File: src/rtl/cfpu_pkg.sv
`default_nettype none
package cfpu_pkg;

  localparam int CFG_IDX_W  = 2;
  localparam int CFG_DATA_W = 16;
  localparam int CNT_W      = 6;

  localparam logic [CFG_IDX_W-1:0] REG_UP_X = 2'd0;
  localparam logic [CFG_IDX_W-1:0] REG_UP_Y = 2'd1;
  localparam logic [CFG_IDX_W-1:0] REG_UP_Z = 2'd2;

  localparam logic [2:0] ACT_PLACE  = 3'd0;
  localparam logic [2:0] ACT_MOVE   = 3'd1;
  localparam logic [2:0] ACT_ROTATE = 3'd2;
  localparam logic [2:0] ACT_SETPOS = 3'd3;
  localparam logic [2:0] ACT_SETFR  = 3'd4;

  localparam logic [1:0] DIR_FWD   = 2'd0;
  localparam logic [1:0] DIR_BACK  = 2'd1;
  localparam logic [1:0] DIR_LEFT  = 2'd2;
  localparam logic [1:0] DIR_RIGHT = 2'd3;

  localparam logic [4:0] OP_NONE      = 5'd0;
  localparam logic [4:0] OP_PLACE     = 5'd1;
  localparam logic [4:0] OP_SETPOS    = 5'd2;
  localparam logic [4:0] OP_SETFR     = 5'd3;
  localparam logic [4:0] OP_MOVE      = 5'd4;
  localparam logic [4:0] OP_TARGET    = 5'd5;
  localparam logic [4:0] OP_ANG_INIT  = 5'd6;
  localparam logic [4:0] OP_CRD_STEP  = 5'd7;
  localparam logic [4:0] OP_ANG_SAVE  = 5'd8;
  localparam logic [4:0] OP_DIR_MUL   = 5'd9;
  localparam logic [4:0] OP_CROSS     = 5'd10;
  localparam logic [4:0] OP_N_INIT    = 5'd11;
  localparam logic [4:0] OP_N_SHIFT   = 5'd12;
  localparam logic [4:0] OP_N_SQ      = 5'd13;
  localparam logic [4:0] OP_SQRT_INIT = 5'd14;
  localparam logic [4:0] OP_SQRT_STEP = 5'd15;
  localparam logic [4:0] OP_DIV_INIT  = 5'd16;
  localparam logic [4:0] OP_DIV_STEP  = 5'd17;
  localparam logic [4:0] OP_DIV_SAVE  = 5'd18;
  localparam logic [4:0] OP_N_ZERO    = 5'd19;
  localparam logic [4:0] OP_EMIT      = 5'd20;

  localparam logic signed [15:0] PITCH_LIM = 16'sd5696;
  localparam logic signed [16:0] DEG720    = 17'sd46080;
  localparam logic signed [16:0] DEG360    = 17'sd23040;
  localparam logic signed [16:0] DEG180    = 17'sd11520;
  localparam logic signed [16:0] DEG90     = 17'sd5760;
  localparam logic signed [33:0] CORDIC_X0 = 34'sd652032874;

  typedef struct packed {
    logic       rdy;
    logic [4:0] op;
    logic [1:0] sel;
    logic       dst;
    logic [4:0] idx;
  } cmd_t;

  typedef struct packed {
    logic       in_valid;
    logic [2:0] action;
    logic       zero;
    logic       in_range;
    logic       out_busy;
  } sts_t;

  // Arctangent of 2^-i in degrees with 16 fraction bits.
  function automatic logic [21:0] atan_deg16(input logic [4:0] i);
    logic [21:0] v;
    case (i)
      5'd0:  v = 22'd2949120;
      5'd1:  v = 22'd1740967;
      5'd2:  v = 22'd919879;
      5'd3:  v = 22'd466945;
      5'd4:  v = 22'd234379;
      5'd5:  v = 22'd117304;
      5'd6:  v = 22'd58666;
      5'd7:  v = 22'd29335;
      5'd8:  v = 22'd14668;
      5'd9:  v = 22'd7334;
      5'd10: v = 22'd3667;
      5'd11: v = 22'd1833;
      5'd12: v = 22'd917;
      5'd13: v = 22'd458;
      5'd14: v = 22'd229;
      5'd15: v = 22'd115;
      5'd16: v = 22'd57;
      5'd17: v = 22'd29;
      5'd18: v = 22'd14;
      5'd19: v = 22'd7;
      5'd20: v = 22'd4;
      5'd21: v = 22'd2;
      5'd22: v = 22'd1;
      default: v = 22'd0;
    endcase
    return v;
  endfunction

endpackage
`default_nettype wire

File: src/rtl/cfpu_ctrl.sv
`default_nettype none
module cfpu_ctrl import cfpu_pkg::*; #(
  parameter int TRIG_STEPS = 16
) (
  input  logic clk,
  input  logic rst_n,
  input  sts_t sts,
  output cmd_t cmd
);

  localparam logic [4:0] S_IDLE   = 5'd0;
  localparam logic [4:0] S_DISP   = 5'd1;
  localparam logic [4:0] S_PLACE  = 5'd2;
  localparam logic [4:0] S_SETPOS = 5'd3;
  localparam logic [4:0] S_SETFR  = 5'd4;
  localparam logic [4:0] S_MOVE   = 5'd5;
  localparam logic [4:0] S_TGT    = 5'd6;
  localparam logic [4:0] S_AINIT  = 5'd7;
  localparam logic [4:0] S_CSTEP  = 5'd8;
  localparam logic [4:0] S_ASAVE  = 5'd9;
  localparam logic [4:0] S_DMUL   = 5'd10;
  localparam logic [4:0] S_CROSS  = 5'd11;
  localparam logic [4:0] S_NINIT  = 5'd12;
  localparam logic [4:0] S_NCHK   = 5'd13;
  localparam logic [4:0] S_NSHIFT = 5'd14;
  localparam logic [4:0] S_NSQ    = 5'd15;
  localparam logic [4:0] S_SINIT  = 5'd16;
  localparam logic [4:0] S_SSTEP  = 5'd17;
  localparam logic [4:0] S_DINIT  = 5'd18;
  localparam logic [4:0] S_DSTEP  = 5'd19;
  localparam logic [4:0] S_DSAVE  = 5'd20;
  localparam logic [4:0] S_OUT    = 5'd21;

  localparam logic [CNT_W-1:0] CRD_LAST  = CNT_W'(TRIG_STEPS - 1);
  localparam logic [CNT_W-1:0] SQRT_LAST = CNT_W'(31);
  localparam logic [CNT_W-1:0] DIV_LAST  = CNT_W'(16);

  logic [4:0]       st_r, st_nxt;
  logic [CNT_W-1:0] cnt_r, cnt_nxt;
  logic [1:0]       sel_r, sel_nxt;
  logic             ang_r, ang_nxt;
  logic             dst_r, dst_nxt;
  logic [4:0]       ret_st;

  always_ff @(posedge clk) begin
    if (!rst_n) begin
      st_r  <= S_IDLE;
      cnt_r <= '0;
      sel_r <= '0;
      ang_r <= 1'b0;
      dst_r <= 1'b0;
    end else begin
      st_r  <= st_nxt;
      cnt_r <= cnt_nxt;
      sel_r <= sel_nxt;
      ang_r <= ang_nxt;
      dst_r <= dst_nxt;
    end
  end

  // Where a finished normalisation hands back to.
  always_comb begin
    if (dst_r) begin
      ret_st = S_OUT;
    end else if (sts.action == ACT_ROTATE) begin
      ret_st = S_TGT;
    end else begin
      ret_st = S_CROSS;
    end
  end

  always_comb begin
    st_nxt  = st_r;
    cnt_nxt = cnt_r;
    sel_nxt = sel_r;
    ang_nxt = ang_r;
    dst_nxt = dst_r;
    cmd     = '0;
    cmd.sel = sel_r;
    cmd.dst = dst_r;
    cmd.idx = cnt_r[4:0];
    case (st_r)
      S_IDLE: begin
        cmd.rdy = 1'b1;
        if (sts.in_valid) begin
          st_nxt = S_DISP;
        end
      end
      S_DISP: begin
        sel_nxt = '0;
        ang_nxt = 1'b0;
        case (sts.action)
          ACT_PLACE:  st_nxt = S_PLACE;
          ACT_MOVE:   st_nxt = S_MOVE;
          ACT_ROTATE: st_nxt = S_AINIT;
          ACT_SETPOS: st_nxt = S_SETPOS;
          ACT_SETFR:  st_nxt = S_SETFR;
          default:    st_nxt = S_OUT;
        endcase
      end
      S_PLACE: begin
        cmd.op  = OP_PLACE;
        dst_nxt = 1'b0;
        st_nxt  = S_NINIT;
      end
      S_SETPOS: begin
        cmd.op = OP_SETPOS;
        st_nxt = S_OUT;
      end
      S_SETFR: begin
        cmd.op = OP_SETFR;
        st_nxt = S_OUT;
      end
      S_MOVE: begin
        cmd.op = OP_MOVE;
        if (sel_r == 2'd2) begin
          st_nxt = S_TGT;
        end else begin
          sel_nxt = sel_r + 2'd1;
        end
      end
      S_TGT: begin
        cmd.op = OP_TARGET;
        sel_nxt = '0;
        st_nxt = (sts.action == ACT_ROTATE) ? S_CROSS : S_OUT;
      end
      S_AINIT: begin
        cmd.op  = OP_ANG_INIT;
        cmd.sel = {1'b0, ang_r};
        cnt_nxt = '0;
        st_nxt  = S_CSTEP;
      end
      S_CSTEP: begin
        cmd.op = OP_CRD_STEP;
        if (cnt_r == CRD_LAST) begin
          st_nxt = S_ASAVE;
        end else begin
          cnt_nxt = cnt_r + 1'b1;
        end
      end
      S_ASAVE: begin
        cmd.op  = OP_ANG_SAVE;
        cmd.sel = {1'b0, ang_r};
        if (!ang_r) begin
          ang_nxt = 1'b1;
          st_nxt  = S_AINIT;
        end else begin
          sel_nxt = '0;
          st_nxt  = S_DMUL;
        end
      end
      S_DMUL: begin
        cmd.op = OP_DIR_MUL;
        if (sel_r == 2'd2) begin
          dst_nxt = 1'b0;
          st_nxt  = S_NINIT;
        end else begin
          sel_nxt = sel_r + 2'd1;
        end
      end
      S_CROSS: begin
        cmd.op = OP_CROSS;
        if (sel_r == 2'd2) begin
          dst_nxt = 1'b1;
          st_nxt  = S_NINIT;
        end else begin
          sel_nxt = sel_r + 2'd1;
        end
      end
      S_NINIT: begin
        cmd.op = OP_N_INIT;
        st_nxt = S_NCHK;
      end
      S_NCHK: begin
        sel_nxt = '0;
        if (sts.zero) begin
          cmd.op = OP_N_ZERO;
          st_nxt = ret_st;
        end else begin
          st_nxt = S_NSHIFT;
        end
      end
      S_NSHIFT: begin
        if (sts.in_range) begin
          st_nxt = S_NSQ;
        end else begin
          cmd.op = OP_N_SHIFT;
        end
      end
      S_NSQ: begin
        cmd.op = OP_N_SQ;
        if (sel_r == 2'd2) begin
          st_nxt = S_SINIT;
        end else begin
          sel_nxt = sel_r + 2'd1;
        end
      end
      S_SINIT: begin
        cmd.op  = OP_SQRT_INIT;
        cnt_nxt = '0;
        sel_nxt = '0;
        st_nxt  = S_SSTEP;
      end
      S_SSTEP: begin
        cmd.op = OP_SQRT_STEP;
        if (cnt_r == SQRT_LAST) begin
          st_nxt = S_DINIT;
        end else begin
          cnt_nxt = cnt_r + 1'b1;
        end
      end
      S_DINIT: begin
        cmd.op  = OP_DIV_INIT;
        cnt_nxt = '0;
        st_nxt  = S_DSTEP;
      end
      S_DSTEP: begin
        cmd.op = OP_DIV_STEP;
        if (cnt_r == DIV_LAST) begin
          st_nxt = S_DSAVE;
        end else begin
          cnt_nxt = cnt_r + 1'b1;
        end
      end
      S_DSAVE: begin
        cmd.op = OP_DIV_SAVE;
        if (sel_r == 2'd2) begin
          sel_nxt = '0;
          st_nxt  = ret_st;
        end else begin
          sel_nxt = sel_r + 2'd1;
          st_nxt  = S_DINIT;
        end
      end
      S_OUT: begin
        if (!sts.out_busy) begin
          cmd.op = OP_EMIT;
          st_nxt = S_IDLE;
        end
      end
      default: st_nxt = S_IDLE;
    endcase
  end

endmodule
`default_nettype wire

File: config.mk
export PLATFORM = sky130hd
export DESIGN_NAME = cfpu_ctrl
export DESIGN_NICKNAME = d
export VERILOG_FILES = /design/src/rtl/cfpu_pkg.sv /design/src/rtl/cfpu_ctrl.sv
export SDC_FILE = /design/constraint.sdc
export NUM_CORES = 1
export LEC_CHECK = 0
export CORE_ASPECT_RATIO = 0.5
export CORE_MARGIN = 2
export CORE_UTILIZATION = 27
export DETAILED_ROUTE_END_ITERATION = 8
export DONT_BUFFER_PORTS = 1
export GPL_TIMING_DRIVEN = 0
export PLACE_DENSITY = 0.49
export SETUP_SLACK_MARGIN = 0.1
export SYNTH_ARGS = -nofsm -noshare
export SYNTH_HDL_FRONTEND = slang
export SYNTH_SLANG_ARGS = --single-unit
File: constraint.sdc
create_clock -name clk -period 2.83 [get_ports clk]
set_clock_uncertainty 0.1 [all_clocks]
set_input_delay 0.283 -clock clk [delete_from_list [all_inputs] [get_ports clk]]
set_output_delay 0.283 -clock clk [all_outputs]
set_load 0.005 [all_outputs]
==> flow_metrics.env <==
export IMPL_status="completed"
export IMPL_final_nets=281
export IMPL_netlist_area_um2=1869
export IMPL_grt_pass1_wl_mm=10.01
export IMPL_areaGrowthSynthToFinish_pct=10.17
export IMPL_yosysTopAreaCell="dfxtp_1"
export IMPL_ys_types=61
export IMPL_gp_congestion=0.9062
export IMPL_die_w_um=121.7
export IMPL_async_reset_ff_share_pct=0
export IMPL_start_kind="flop"
export IMPL_dr_first_iter_drc_count=180
export IMPL_io_buffer_count=0
export IMPL_synth_seq_cells=15
export IMPL_htree_levels=1
export IMPL_wl_per_cell_um=16.86
export IMPL_period_share_pct=87.44
export IMPL_grt_max_degree=11
export IMPL_holdPathStages=2
export IMPL_seq_area_frac_synth_pct=16.06
export IMPL_synth_commonest_cells="25 x nand2_1, 23 x o21ai_0, 20 x nor2_1"
export IMPL_path_max_fanout=10
export IMPL_initial_core_util_pct=27.90
export IMPL_intPower_uw=984.1
export IMPL_whs_endpoint="st_r[1]"
export IMPL_grt_pass1_vias=1916
export IMPL_die_area_um2=7645
export IMPL_peakVddDrop_mv=0.2754
export IMPL_grtUsageTotal_pct=16.24
export IMPL_core_area_um2=6700
export IMPL_hold_violations=0
export IMPL_p_leak_uw=0.0007200
export IMPL_sw_frac_of_total_pct=51.36
export IMPL_tightest_slew_ns=0.8639
export IMPL_fin_tns_setup_ns=0
export IMPL_p_total_uw=2023
export IMPL_setup_viol=0
export IMPL_vias=2026
export IMPL_worst_hold_slack_ns=0.2569
export IMPL_yosys_top_cells_area="dfxtp_1 16%, o21ai_0 6.2%, nand2_1 5.0%"
export IMPL_hp_start="sts[5]"
export IMPL_synth_top_area_share_pct=16.06
export IMPL_grt_overflow_total=0
export IMPL_cts_root_buffer="clkbuf_16"
export IMPL_crit_reg2reg_launch="st_r[1]"
export IMPL_cts_clk_slew_worst_paths_ns=0.05
export IMPL_combinationalPowerShare_pct=71.0
export IMPL_worstPathArrival_ns=2.09
export IMPL_cts_buffer_depth=2
export IMPL_pre_cts_ws_ns=0.5048
export IMPL_clk_latency_ns=0.25
export IMPL_fin_util_pct=30.74
export IMPL_antenna_found_initial=0
export IMPL_yosys_warnings=0
export IMPL_drt_wl_total_mm=6.035
export IMPL_rsz0062_at_grt="no"
export IMPL_r2r_end="cnt_r[2]"
export IMPL_maxSlewViolCount=0
export IMPL_maxCapViolations=0
export IMPL_pwr_share_seq_pct=15.0
export IMPL_drive_gt1_share_pct=13.53
export IMPL_relSlewSlack_pct=41.96
export IMPL_clock_power_share_pct=14.0
export IMPL_period_needed_ns=2.475
export IMPL_endpoint_kind="output pin"
export IMPL_syn_inst=263
export IMPL_antenna_cells=0
export IMPL_fmax_mhz=404.1
export IMPL_syn_num_nets=277
export IMPL_synth_area_per_cell_um2=7.108
export IMPL_drc_errors=0
export IMPL_first_pass_iters=4
export IMPL_worst_ep_required_time_ns=2.45
export IMPL_hold_class="in -> reg"
export IMPL_yosysMostFrequentCell="nand2_1"
export IMPL_worstSetupPathType="reg -> out"
export IMPL_numCtsBuffers=3
export IMPL_dp_final_hpwl_mm=4.643
export IMPL_p_sw_uw=1039
export IMPL_regToRegSetupSlack_ns=0.49
export IMPL_synth_edff_count=0
export IMPL_cts_num_sinks=15
export IMPL_cts_tree="yes"
export IMPL_r2r_cells=8
export IMPL_ys_flop_type="dfxtp_1"
export IMPL_vias_per_cell=5.659
export IMPL_drtAntennaViolNets=0
export IMPL_setup_ws_ns=0.3554
export IMPL_ios=23
export IMPL_power_density_nw_per_um2=982.3
export IMPL_num_rows=21
export IMPL_die_h_um=62.84
## sequential cells by signal, indices dropped and copies added, names as in the netlist
signal / cells
dst_r: 1
cnt_r: 6
sel_r: 2
st_r: 5
ang_r: 1
## kinds of logic (layout without fill, tap and decap cells)
logic type	Yosys count	count (layout)	share of synthesized area, %
AOI/OAI and AO/OA	88	88	32.93
adders and majority gates	5	5	3.347
buffers and inverters	37	40	11.18
DFF	15	15	16.06
muxes	6	6	3.213
and+or+nand+nor	112	112	33.27
## layer usage
layer | vias to the layer above | part of all wire, % | global-route usage (%)
met4 | 0 | 0.71 | 3.161
li1 | 988 | - | -
met2 | 100 | 41 | 23.88
met1 | 932 | 49 | 24.32
met3 | 6 | 9.3 | 3.193
met5 | - | 0 | 0
## area by class of cell
| type | instances | area (um^2) |
|---|---|---|
| tap | 92 | 115.1 |
| fill | 739 | 4641 |
| inverter | 11 | 41.29 |
| buffer | 25 | 163.9 |
| multi-input combinational | 211 | 1360 |
| clock buffer | 4 | 78.83 |
| sequential | 15 | 300.3 |
## cell usage in the layout (no fill, tap or decap), types with 3 or more instances in the layout
cell type   n
buf_6       4
buf_2      11
nor3_1      7
nand2b_1    7
nand2_1    25
a311oi_1    3
clkbuf_16   3
clkbuf_1    3
o211ai_1    3
nor3b_1     5
nor2_1     20
a32o_1      3
a21oi_1    18
nor2b_1    10
buf_4       7
nand4_1     4
inv_1      11
dfxtp_1    15
nand3_1     7
ha_1        5
a32oi_1     4
and2_1      3
or3_1       5
o21ai_0    23
mux2i_1     6
o32ai_1     5
o31ai_1     3
## worst max-delay path by stage
stage,from,endpoint,cells after the start
floorplan,cnt_r[0],cnt_r[5],6
global placement,st_r[1],cmd[6],8
detailed placement,st_r[1],cmd[6],8
CTS,st_r[1],cmd[6],8
global route,st_r[0],cmd[12],6
finish,st_r[0],cmd[11],6
## through the flow
step           std cells  instance area, um^2
6_report             358                 2059
3_3_place_gp         355                 1984
2_1_floorplan        263                 1869
3_5_place_dp         355                 1984
4_1_cts              359                 2063
5_1_grt              358                 2059
## critical path: stages (launching register included)
cell	delay [ns]
dfxtp_1	0.43
buf_2	0.26
buf_2	0.24
buf_1	0.46
a22o_1	0.20
a21oi_1	0.05
o32ai_1	0.20
## timing repair
action                     in CTS  in global routing
setup endpoints to repair       0                  1
setup buffers                   0                  0
gates resized for setup         0                  0
hold buffers                    0                  0
## power by group through the flow
stage	combinational [uW]	clock, uW	sequential (uW)
after floorplan	1090	0	294
after global placement	1420	0	305
after detailed placement	1410	0	305
after CTS	1420	296	301
after global routing	1570	299	309
final	1440	283	303
Note: power is estimated with default switching activity, not from simulation.
